`src/rtl/rha_pkg.sv`:
```
// ---------------------------------------------------------------------------
// rha_pkg: shared types and constants of the range heap allocator
// widths, table depths, request codes and controller/datapath interface
// ---------------------------------------------------------------------------
package rha_pkg;

	localparam int HEAP_BITS       = 20;
	localparam int MAX_FREE_RANGES = 32;
	localparam int MAX_ALLOCATIONS = 64;

	localparam int OFF_W  = HEAP_BITS + 1;
	localparam int FIDX_W = $clog2(MAX_FREE_RANGES);
	localparam int FCNT_W = $clog2(MAX_FREE_RANGES + 1);
	localparam int AIDX_W = $clog2(MAX_ALLOCATIONS);
	localparam int LIVE_W = $clog2(MAX_ALLOCATIONS + 1);
	localparam int IDX_W  = (AIDX_W > FCNT_W) ? AIDX_W : FCNT_W;
	localparam int ADDR_W = 32;
	localparam int CFG_W  = 32;

	localparam logic [OFF_W-1:0] HEAP_LIMIT = OFF_W'(1) << HEAP_BITS;

	localparam logic [1:0] MODE_LOW  = 2'd0;
	localparam logic [1:0] MODE_HIGH = 2'd1;
	localparam logic [1:0] MODE_FREE = 2'd2;

	localparam logic REG_BASE = 1'b0;
	localparam logic REG_CAP  = 1'b1;

	typedef enum logic [2:0] {
		ST_OK       = 3'd0,
		ST_BAD      = 3'd1,
		ST_NOFIT    = 3'd2,
		ST_NOTFOUND = 3'd3,
		ST_FULL     = 3'd4
	} result_code_t;

	typedef struct packed {
		logic [OFF_W-1:0] off;
		logic [OFF_W-1:0] len;
	} span_t;

	typedef enum logic [4:0] {
		OP_NONE, OP_INIT, OP_LOAD, OP_SLOT_NEXT, OP_SLOT_TAKE,
		OP_FREAD, OP_FLOAD, OP_FALIGN, OP_FCMP, OP_ACALC, OP_ACALC2, OP_ACALC3,
		OP_WR_SHRINK, OP_WR_LEAD, OP_REM_PICK, OP_INS_PICK,
		OP_AREAD, OP_ACMP, OP_PREAD, OP_PCHK, OP_PJOIN,
		OP_WR_BOTH, OP_WR_PREV, OP_WR_NEXT, OP_REM_POS, OP_INS_POS,
		OP_SH_RD, OP_SH_WR, OP_REM_DONE, OP_INS_DONE,
		OP_DONE_OK, OP_DONE_ERR
	} dp_op_t;

	typedef struct packed {
		dp_op_t       op;
		result_code_t code;
	} rha_cmd_t;

	typedef struct packed {
		logic bad;
		logic is_free;
		logic slot_free;
		logic idx_last;
		logic f_end;
		logic stop;
		logic found;
		logic same;
		logic zero;
		logic tail_nz;
		logic ftab_full;
		logic hit;
		logic pos_end;
		logic p_less;
		logic jn;
		logic jp;
		logic sh_end;
		logic sh_rem;
	} rha_sts_t;

	typedef enum logic [4:0] {
		S_INIT, S_IDLE, S_CHECK, S_SLOT,
		S_FISSUE, S_FLOAD, S_FALIGN, S_FCMP, S_FEND,
		S_ACALC2, S_ACALC3, S_ADEC, S_AINS,
		S_RISSUE, S_RCMP, S_PISSUE, S_PCHK, S_PJOIN, S_PACT, S_PREM,
		S_SHCHK, S_SHRD, S_SHWR, S_SHDONE, S_COMMIT
	} rha_state_t;

endpackage

```
`src/rtl/rha_ctrl.sv`:
```
// ---------------------------------------------------------------------------
// rha_ctrl: request sequencer
// walks slot search, free range scan, placement, lookup, merge and shifts
// ---------------------------------------------------------------------------
module rha_ctrl (
	input  logic              clk,
	input  logic              arst_n,
	input  logic              start,
	input  rha_pkg::rha_sts_t sts,
	output rha_pkg::rha_cmd_t cmd,
	output logic              busy
);

	rha_pkg::rha_state_t state_q, state_d;

	always_ff @(posedge clk or negedge arst_n) begin
		if (!arst_n) state_q <= rha_pkg::S_INIT;
		else state_q <= state_d;
	end

	// next state
	always_comb begin
		state_d = state_q;
		case (state_q)
			rha_pkg::S_INIT:   state_d = rha_pkg::S_IDLE;
			rha_pkg::S_IDLE:   if (start) state_d = rha_pkg::S_CHECK;
			rha_pkg::S_CHECK: begin
				if (sts.bad) state_d = rha_pkg::S_IDLE;
				else if (sts.is_free) state_d = rha_pkg::S_RISSUE;
				else state_d = rha_pkg::S_SLOT;
			end
			rha_pkg::S_SLOT: begin
				if (sts.slot_free) state_d = rha_pkg::S_FISSUE;
				else if (sts.idx_last) state_d = rha_pkg::S_IDLE;
			end
			rha_pkg::S_FISSUE: state_d = sts.f_end ? rha_pkg::S_FEND : rha_pkg::S_FLOAD;
			rha_pkg::S_FLOAD:  state_d = rha_pkg::S_FALIGN;
			rha_pkg::S_FALIGN: state_d = rha_pkg::S_FCMP;
			rha_pkg::S_FCMP:   state_d = sts.stop ? rha_pkg::S_FEND : rha_pkg::S_FISSUE;
			rha_pkg::S_FEND:   state_d = sts.found ? rha_pkg::S_ACALC2 : rha_pkg::S_IDLE;
			rha_pkg::S_ACALC2: state_d = rha_pkg::S_ACALC3;
			rha_pkg::S_ACALC3: state_d = rha_pkg::S_ADEC;
			rha_pkg::S_ADEC: begin
				if (sts.same) state_d = sts.zero ? rha_pkg::S_SHCHK : rha_pkg::S_COMMIT;
				else if (sts.tail_nz && sts.ftab_full) state_d = rha_pkg::S_IDLE;
				else state_d = sts.tail_nz ? rha_pkg::S_AINS : rha_pkg::S_COMMIT;
			end
			rha_pkg::S_AINS:   state_d = rha_pkg::S_SHCHK;
			rha_pkg::S_RISSUE: state_d = rha_pkg::S_RCMP;
			rha_pkg::S_RCMP: begin
				if (sts.hit) state_d = rha_pkg::S_PISSUE;
				else if (sts.idx_last) state_d = rha_pkg::S_IDLE;
				else state_d = rha_pkg::S_RISSUE;
			end
			rha_pkg::S_PISSUE: state_d = sts.pos_end ? rha_pkg::S_PJOIN : rha_pkg::S_PCHK;
			rha_pkg::S_PCHK:   state_d = sts.p_less ? rha_pkg::S_PISSUE : rha_pkg::S_PJOIN;
			rha_pkg::S_PJOIN:  state_d = rha_pkg::S_PACT;
			rha_pkg::S_PACT: begin
				if (sts.jn && sts.jp) state_d = rha_pkg::S_PREM;
				else if (sts.jn || sts.jp) state_d = rha_pkg::S_COMMIT;
				else if (sts.ftab_full) state_d = rha_pkg::S_IDLE;
				else state_d = rha_pkg::S_SHCHK;
			end
			rha_pkg::S_PREM:   state_d = rha_pkg::S_SHCHK;
			rha_pkg::S_SHCHK:  state_d = sts.sh_end ? rha_pkg::S_SHDONE : rha_pkg::S_SHRD;
			rha_pkg::S_SHRD:   state_d = rha_pkg::S_SHWR;
			rha_pkg::S_SHWR:   state_d = rha_pkg::S_SHCHK;
			rha_pkg::S_SHDONE: state_d = rha_pkg::S_COMMIT;
			rha_pkg::S_COMMIT: state_d = rha_pkg::S_IDLE;
			default:           state_d = rha_pkg::S_IDLE;
		endcase
	end

	// datapath commands
	always_comb begin
		cmd.op   = rha_pkg::OP_NONE;
		cmd.code = rha_pkg::ST_OK;
		case (state_q)
			rha_pkg::S_INIT: cmd.op = rha_pkg::OP_INIT;
			rha_pkg::S_IDLE: if (start) cmd.op = rha_pkg::OP_LOAD;
			rha_pkg::S_CHECK: begin
				if (sts.bad) begin
					cmd.op   = rha_pkg::OP_DONE_ERR;
					cmd.code = rha_pkg::ST_BAD;
				end
			end
			rha_pkg::S_SLOT: begin
				if (sts.slot_free) cmd.op = rha_pkg::OP_SLOT_TAKE;
				else if (sts.idx_last) begin
					cmd.op   = rha_pkg::OP_DONE_ERR;
					cmd.code = rha_pkg::ST_FULL;
				end else cmd.op = rha_pkg::OP_SLOT_NEXT;
			end
			rha_pkg::S_FISSUE: if (!sts.f_end) cmd.op = rha_pkg::OP_FREAD;
			rha_pkg::S_FLOAD:  cmd.op = rha_pkg::OP_FLOAD;
			rha_pkg::S_FALIGN: cmd.op = rha_pkg::OP_FALIGN;
			rha_pkg::S_FCMP:   cmd.op = rha_pkg::OP_FCMP;
			rha_pkg::S_FEND: begin
				if (sts.found) cmd.op = rha_pkg::OP_ACALC;
				else begin
					cmd.op   = rha_pkg::OP_DONE_ERR;
					cmd.code = rha_pkg::ST_NOFIT;
				end
			end
			rha_pkg::S_ACALC2: cmd.op = rha_pkg::OP_ACALC2;
			rha_pkg::S_ACALC3: cmd.op = rha_pkg::OP_ACALC3;
			rha_pkg::S_ADEC: begin
				if (sts.same) cmd.op = sts.zero ? rha_pkg::OP_REM_PICK : rha_pkg::OP_WR_SHRINK;
				else if (sts.tail_nz && sts.ftab_full) begin
					cmd.op   = rha_pkg::OP_DONE_ERR;
					cmd.code = rha_pkg::ST_FULL;
				end else cmd.op = rha_pkg::OP_WR_LEAD;
			end
			rha_pkg::S_AINS:   cmd.op = rha_pkg::OP_INS_PICK;
			rha_pkg::S_RISSUE: cmd.op = rha_pkg::OP_AREAD;
			rha_pkg::S_RCMP: begin
				if (!sts.hit && sts.idx_last) begin
					cmd.op   = rha_pkg::OP_DONE_ERR;
					cmd.code = rha_pkg::ST_NOTFOUND;
				end else cmd.op = rha_pkg::OP_ACMP;
			end
			rha_pkg::S_PISSUE: if (!sts.pos_end) cmd.op = rha_pkg::OP_PREAD;
			rha_pkg::S_PCHK:   cmd.op = rha_pkg::OP_PCHK;
			rha_pkg::S_PJOIN:  cmd.op = rha_pkg::OP_PJOIN;
			rha_pkg::S_PACT: begin
				if (sts.jn && sts.jp) cmd.op = rha_pkg::OP_WR_BOTH;
				else if (sts.jp) cmd.op = rha_pkg::OP_WR_PREV;
				else if (sts.jn) cmd.op = rha_pkg::OP_WR_NEXT;
				else if (sts.ftab_full) begin
					cmd.op   = rha_pkg::OP_DONE_ERR;
					cmd.code = rha_pkg::ST_FULL;
				end else cmd.op = rha_pkg::OP_INS_POS;
			end
			rha_pkg::S_PREM:   cmd.op = rha_pkg::OP_REM_POS;
			rha_pkg::S_SHRD:   cmd.op = rha_pkg::OP_SH_RD;
			rha_pkg::S_SHWR:   cmd.op = rha_pkg::OP_SH_WR;
			rha_pkg::S_SHDONE: cmd.op = sts.sh_rem ? rha_pkg::OP_REM_DONE : rha_pkg::OP_INS_DONE;
			rha_pkg::S_COMMIT: cmd.op = rha_pkg::OP_DONE_OK;
			default:           cmd.op = rha_pkg::OP_NONE;
		endcase
	end

	assign busy = (state_q != rha_pkg::S_IDLE);

endmodule

```
`config.mk`:
```
export PLATFORM = sky130hd
export DESIGN_NAME = rha_ctrl
export DESIGN_NICKNAME = d
export VERILOG_FILES = /design/src/rtl/rha_pkg.sv /design/src/rtl/rha_ctrl.sv
export SDC_FILE = /design/constraint.sdc
export NUM_CORES = 1
export LEC_CHECK = 0
export ABC_AREA = 1
export ABC_CLOCK_PERIOD_IN_PS = 1370
export BUFFER_PORTS_ARGS = -buffer_cell sky130_fd_sc_hd__buf_4
export CAP_MARGIN = 20
export CELL_PAD_IN_SITES_DETAIL_PLACEMENT = 1
export CELL_PAD_IN_SITES_GLOBAL_PLACEMENT = 1
export CORE_ASPECT_RATIO = 1.25
export CORE_UTILIZATION = 30
export DETAILED_ROUTE_END_ITERATION = 8
export PLACE_DENSITY_LB_ADDON = 0.2
export SYNTH_ARGS = -nofsm -noshare
export SYNTH_HDL_FRONTEND = slang
export SYNTH_SLANG_ARGS = --single-unit
```
`constraint.sdc`:
```
create_clock -name clk -period 1.37 [get_ports clk]
set_input_delay 0.0685 -clock clk [delete_from_list [all_inputs] [get_ports clk]]
set_output_delay 0.0685 -clock clk [all_outputs]
set_load 0.02 [all_outputs]
```
==> results.tsv <==
metric	value	unit
synth-compound-area-share	11.4	%
cp_common_cell	buf_4	
multi_input_area	0.00120	mm^2
ant_nets	0	
placed_cell_area	0.00169	mm^2
status	finished with violations	
antenna_cells	0	
finalWeightedCongestion	0.966	
cp_slowest_stage_delay	450	ps
path_max_fanout	5	
largest_reg_flops	5	
cp-end-kind	output port	
finalClockSkew	1.90	ps
num_rows	24	
synth_xor_area_share	0	%
syn-cell-area	0.00109	mm^2
reg2reg_depth	8	
leakage	0.00121	uW
final_max_slew_viol_count	0	
fin_crit	1960	ps
chipHeight	69.3	um
syn_nets	236	
grt_start_max_net_pins	10	
setup.worst_path.class	flip-flop to output port	
worst_path_max_delay_cell	dfrtp_2	
r2r_end	state_q[2]$_DFFE_PN0P_	
nets	326	
antenna_found_initial	0	
fill_cells	453	
arrival	1890	ps
drtIter0Drc	130	
totalWireLength	8030	um
synthAdderAreaFrac	3.45	%
layout_setup_ws	-588	ps
setup_viol	14	
clk_pin_slew	40	ps
critPathRequiredTime	1300	ps
synth.avg_cell_area	5.13	um^2
start_util	31.2	%
post-route-period-util	143	%
wl_per_cell	23.6	um
reg2reg_from	state_q[3]$_DFFE_PN0P_	
vias	2121	
violations	setup timing	
grt-ovfl-total	0	
top_regs	state_q: 5 flops	
synth.area.mux_share	0	%
synth-seq-area-share	11.5	%
placed_cells	318	
drt_first_pass_iters	5	
path_cells	nand2_2, inv_2, buf_4, nand2_4, nor2_1, nor3_1, buf_4, nand3_2, buf_4	
cts_buffer_depth	2	
yosys.area_share.simple	63.8	%
ys_ff_latch	5	
hold_violations	0	
port_buffers	29	
start_kind	flip-flop	
top_register	state_q	
fin_area	0.00226	mm^2
rsz0062_at_grt	true	
io_pins	30	
synth.distinct_cells	28	
drc	0	
cts.sink_count	5	
critPathTopFamily	buffers and inverters	
grt_pass1_wl	9790	um
syn2layout_area_growth	107	%
yosysWarnings	0	
worstHoldPathType	input port to asynchronous set/reset pin	
drive_above_1_share	58.8	%
cts-buffers-inserted	3	
crit_buf_inv	4	
grt_pass1_vias	2005	
hpwl	4430	um
via_per_inst	6.24	
worst_pin_slew	381	ps
insertion_delay	220	ps
htreeDepth	1	
cts_tree	done	
synth_top_family_by_area	simple AND/OR/NAND/NOR gates	
die_x	55.9	um
design.core.area	0.00348	mm^2
root_buffer	clkbuf_8	
grt_util_all_layers	32.4	%
dpl_worst_slack	-251	ps
dieArea	0.00387	mm^2
drv_cap	0	
powerDensity	2110	mW/mm^2
ff_latch_area	130	um^2
r2r_setup_slack	-460	ps
stdcell_count	340	
synthCells	212	
slew_headroom	74.3	%
max-vdd-ir-drop	0.00157	V
timing.fmax	511	MHz
cells in the mapped netlist:
master,number,share of area (%)
nand3_2,1,0.92
o221ai_1,1,0.80
inv_2,3,1.0
nor2_2,4,2.3
nand2_1,59,20
nand4_1,4,2.3
o211ai_1,1,0.69
nand3_1,32,15
o21ai_0,11,5.1
o22ai_1,1,0.58
or2_1,1,0.58
and3_1,1,0.58
nor2_1,40,14
ha_1,3,3.4
nand2_2,2,1.1
nand3b_1,2,1.4
a21oi_1,3,1.4
buf_4,2,1.4
nor4_1,1,0.58
nor3_1,9,4.1
nor2_4,1,1.0
dfrtp_1,5,11
buf_2,2,0.92
a21boi_0,1,0.69
inv_1,19,6.6
o21ai_2,1,0.80
a21boi_1,1,0.69
o21a_1,1,0.69
layout by cell type, fill, tap and decap left out, types with 2 or more instances in the layout:
| cell | instances |
|---|---|
| buf_4 | 67 |
| inv_2 | 7 |
| nand2_2 | 17 |
| a21oi_1 | 2 |
| inv_1 | 14 |
| nor2_2 | 9 |
| nor3_2 | 6 |
| nand3_2 | 11 |
| nand2_1 | 34 |
| nand3b_1 | 2 |
| dfrtp_2 | 4 |
| ha_1 | 3 |
| clkbuf_8 | 3 |
| nor2_1 | 23 |
| nor2_4 | 13 |
| nand2_4 | 10 |
| buf_6 | 21 |
| nand3_1 | 20 |
| nand4_1 | 4 |
| nor3_1 | 3 |
| nand3_4 | 2 |
| o21ai_1 | 4 |
| o21ai_0 | 7 |
report_power, final:
part | switching, uW | internal (uW)
Sequential | 137 | 226
Clock | 75.5 | 200
Combinational | 2360 | 1780
Total | 2570 | 2210
through the flow:
| stage | total power [uW] | hold slack, ps | setup TNS, ps | util [%] |
|---|---|---|---|---|
| 2_1_floorplan | 1710 | -227 | -10.6 | - |
| 3_3_place_gp | 2940 | -126 | -1910 | 48.4 |
| 3_5_place_dp | 2990 | -123 | -2350 | 48.4 |
| 4_1_cts | 4010 | 150 | -3170 | 59.4 |
| 5_1_grt | 4900 | 225 | -5260 | 64.8 |
| 6_report | 4780 | 190 | -4760 | 64.8 |
cell type report:
type / count / area share, %
Multi-Input combinational cell: 181 / 53.1
Timing Repair Buffer: 89 / 33.2
Sequential cell: 5 / 5.76
Inverter: 22 / 3.77
Tap cell: 39 / 2.16
Clock buffer: 4 / 1.99
worst reg2reg max path: cells and delay by family (launching register included):
family | cells | cell delay, ps
buf+inv | 2 | 320
compound gates | 1 | 320
flops | 1 | 480
simple gates | 5 | 640
how the worst max path moves through the flow:
stage / from / endpoint / slack, ps / cells past startpoint
6_report: state_q[0]$_DFFE_PN0P_ / cmd[3] / -590 / 9
5_1_grt: state_q[3]$_DFFE_PN0P_ / cmd[3] / -590 / 9
4_1_cts: state_q[2]$_DFFE_PN0P_ / cmd[4] / -360 / 9
3_5_place_dp: state_q[0]$_DFFE_PN0P_ / state_q[0]$_DFFE_PN0P_ / -250 / 9
3_3_place_gp: state_q[3]$_DFFE_PN0P_ / state_q[0]$_DFFE_PN0P_ / -220 / 9
2_1_floorplan: state_q[4]$_DFFE_PN0P_ / cmd[7] / -10 / 8
logic make-up after synthesis:
logic type | Yosys count
AOI/OAI and AO/OA | 21
adders and majority gates | 3
buffers and inverters | 26
and+or+nand+nor | 157
DFF | 5
what timing repair did:
action / in CTS / in global routing
hold buffers: 1 / 0
gates resized for setup: 78 / 39
setup endpoints to repair: 14 / 14
endpoints found under the hold margin: 5 / 0
buffers inserted: 9 / 10
cloned: 0 / 1
pin swaps: 18 / 18
metal layers:
metal,vias to the layer above,part of all wire (%),GRT usage (%)
li1,875,-,-
met4,0,8.8,17.3
met2,154,49,59.4
met5,-,0,0
met1,1022,35,36.5
met3,70,6.9,2.61
Note: power is estimated with default switching activity, not from simulation.
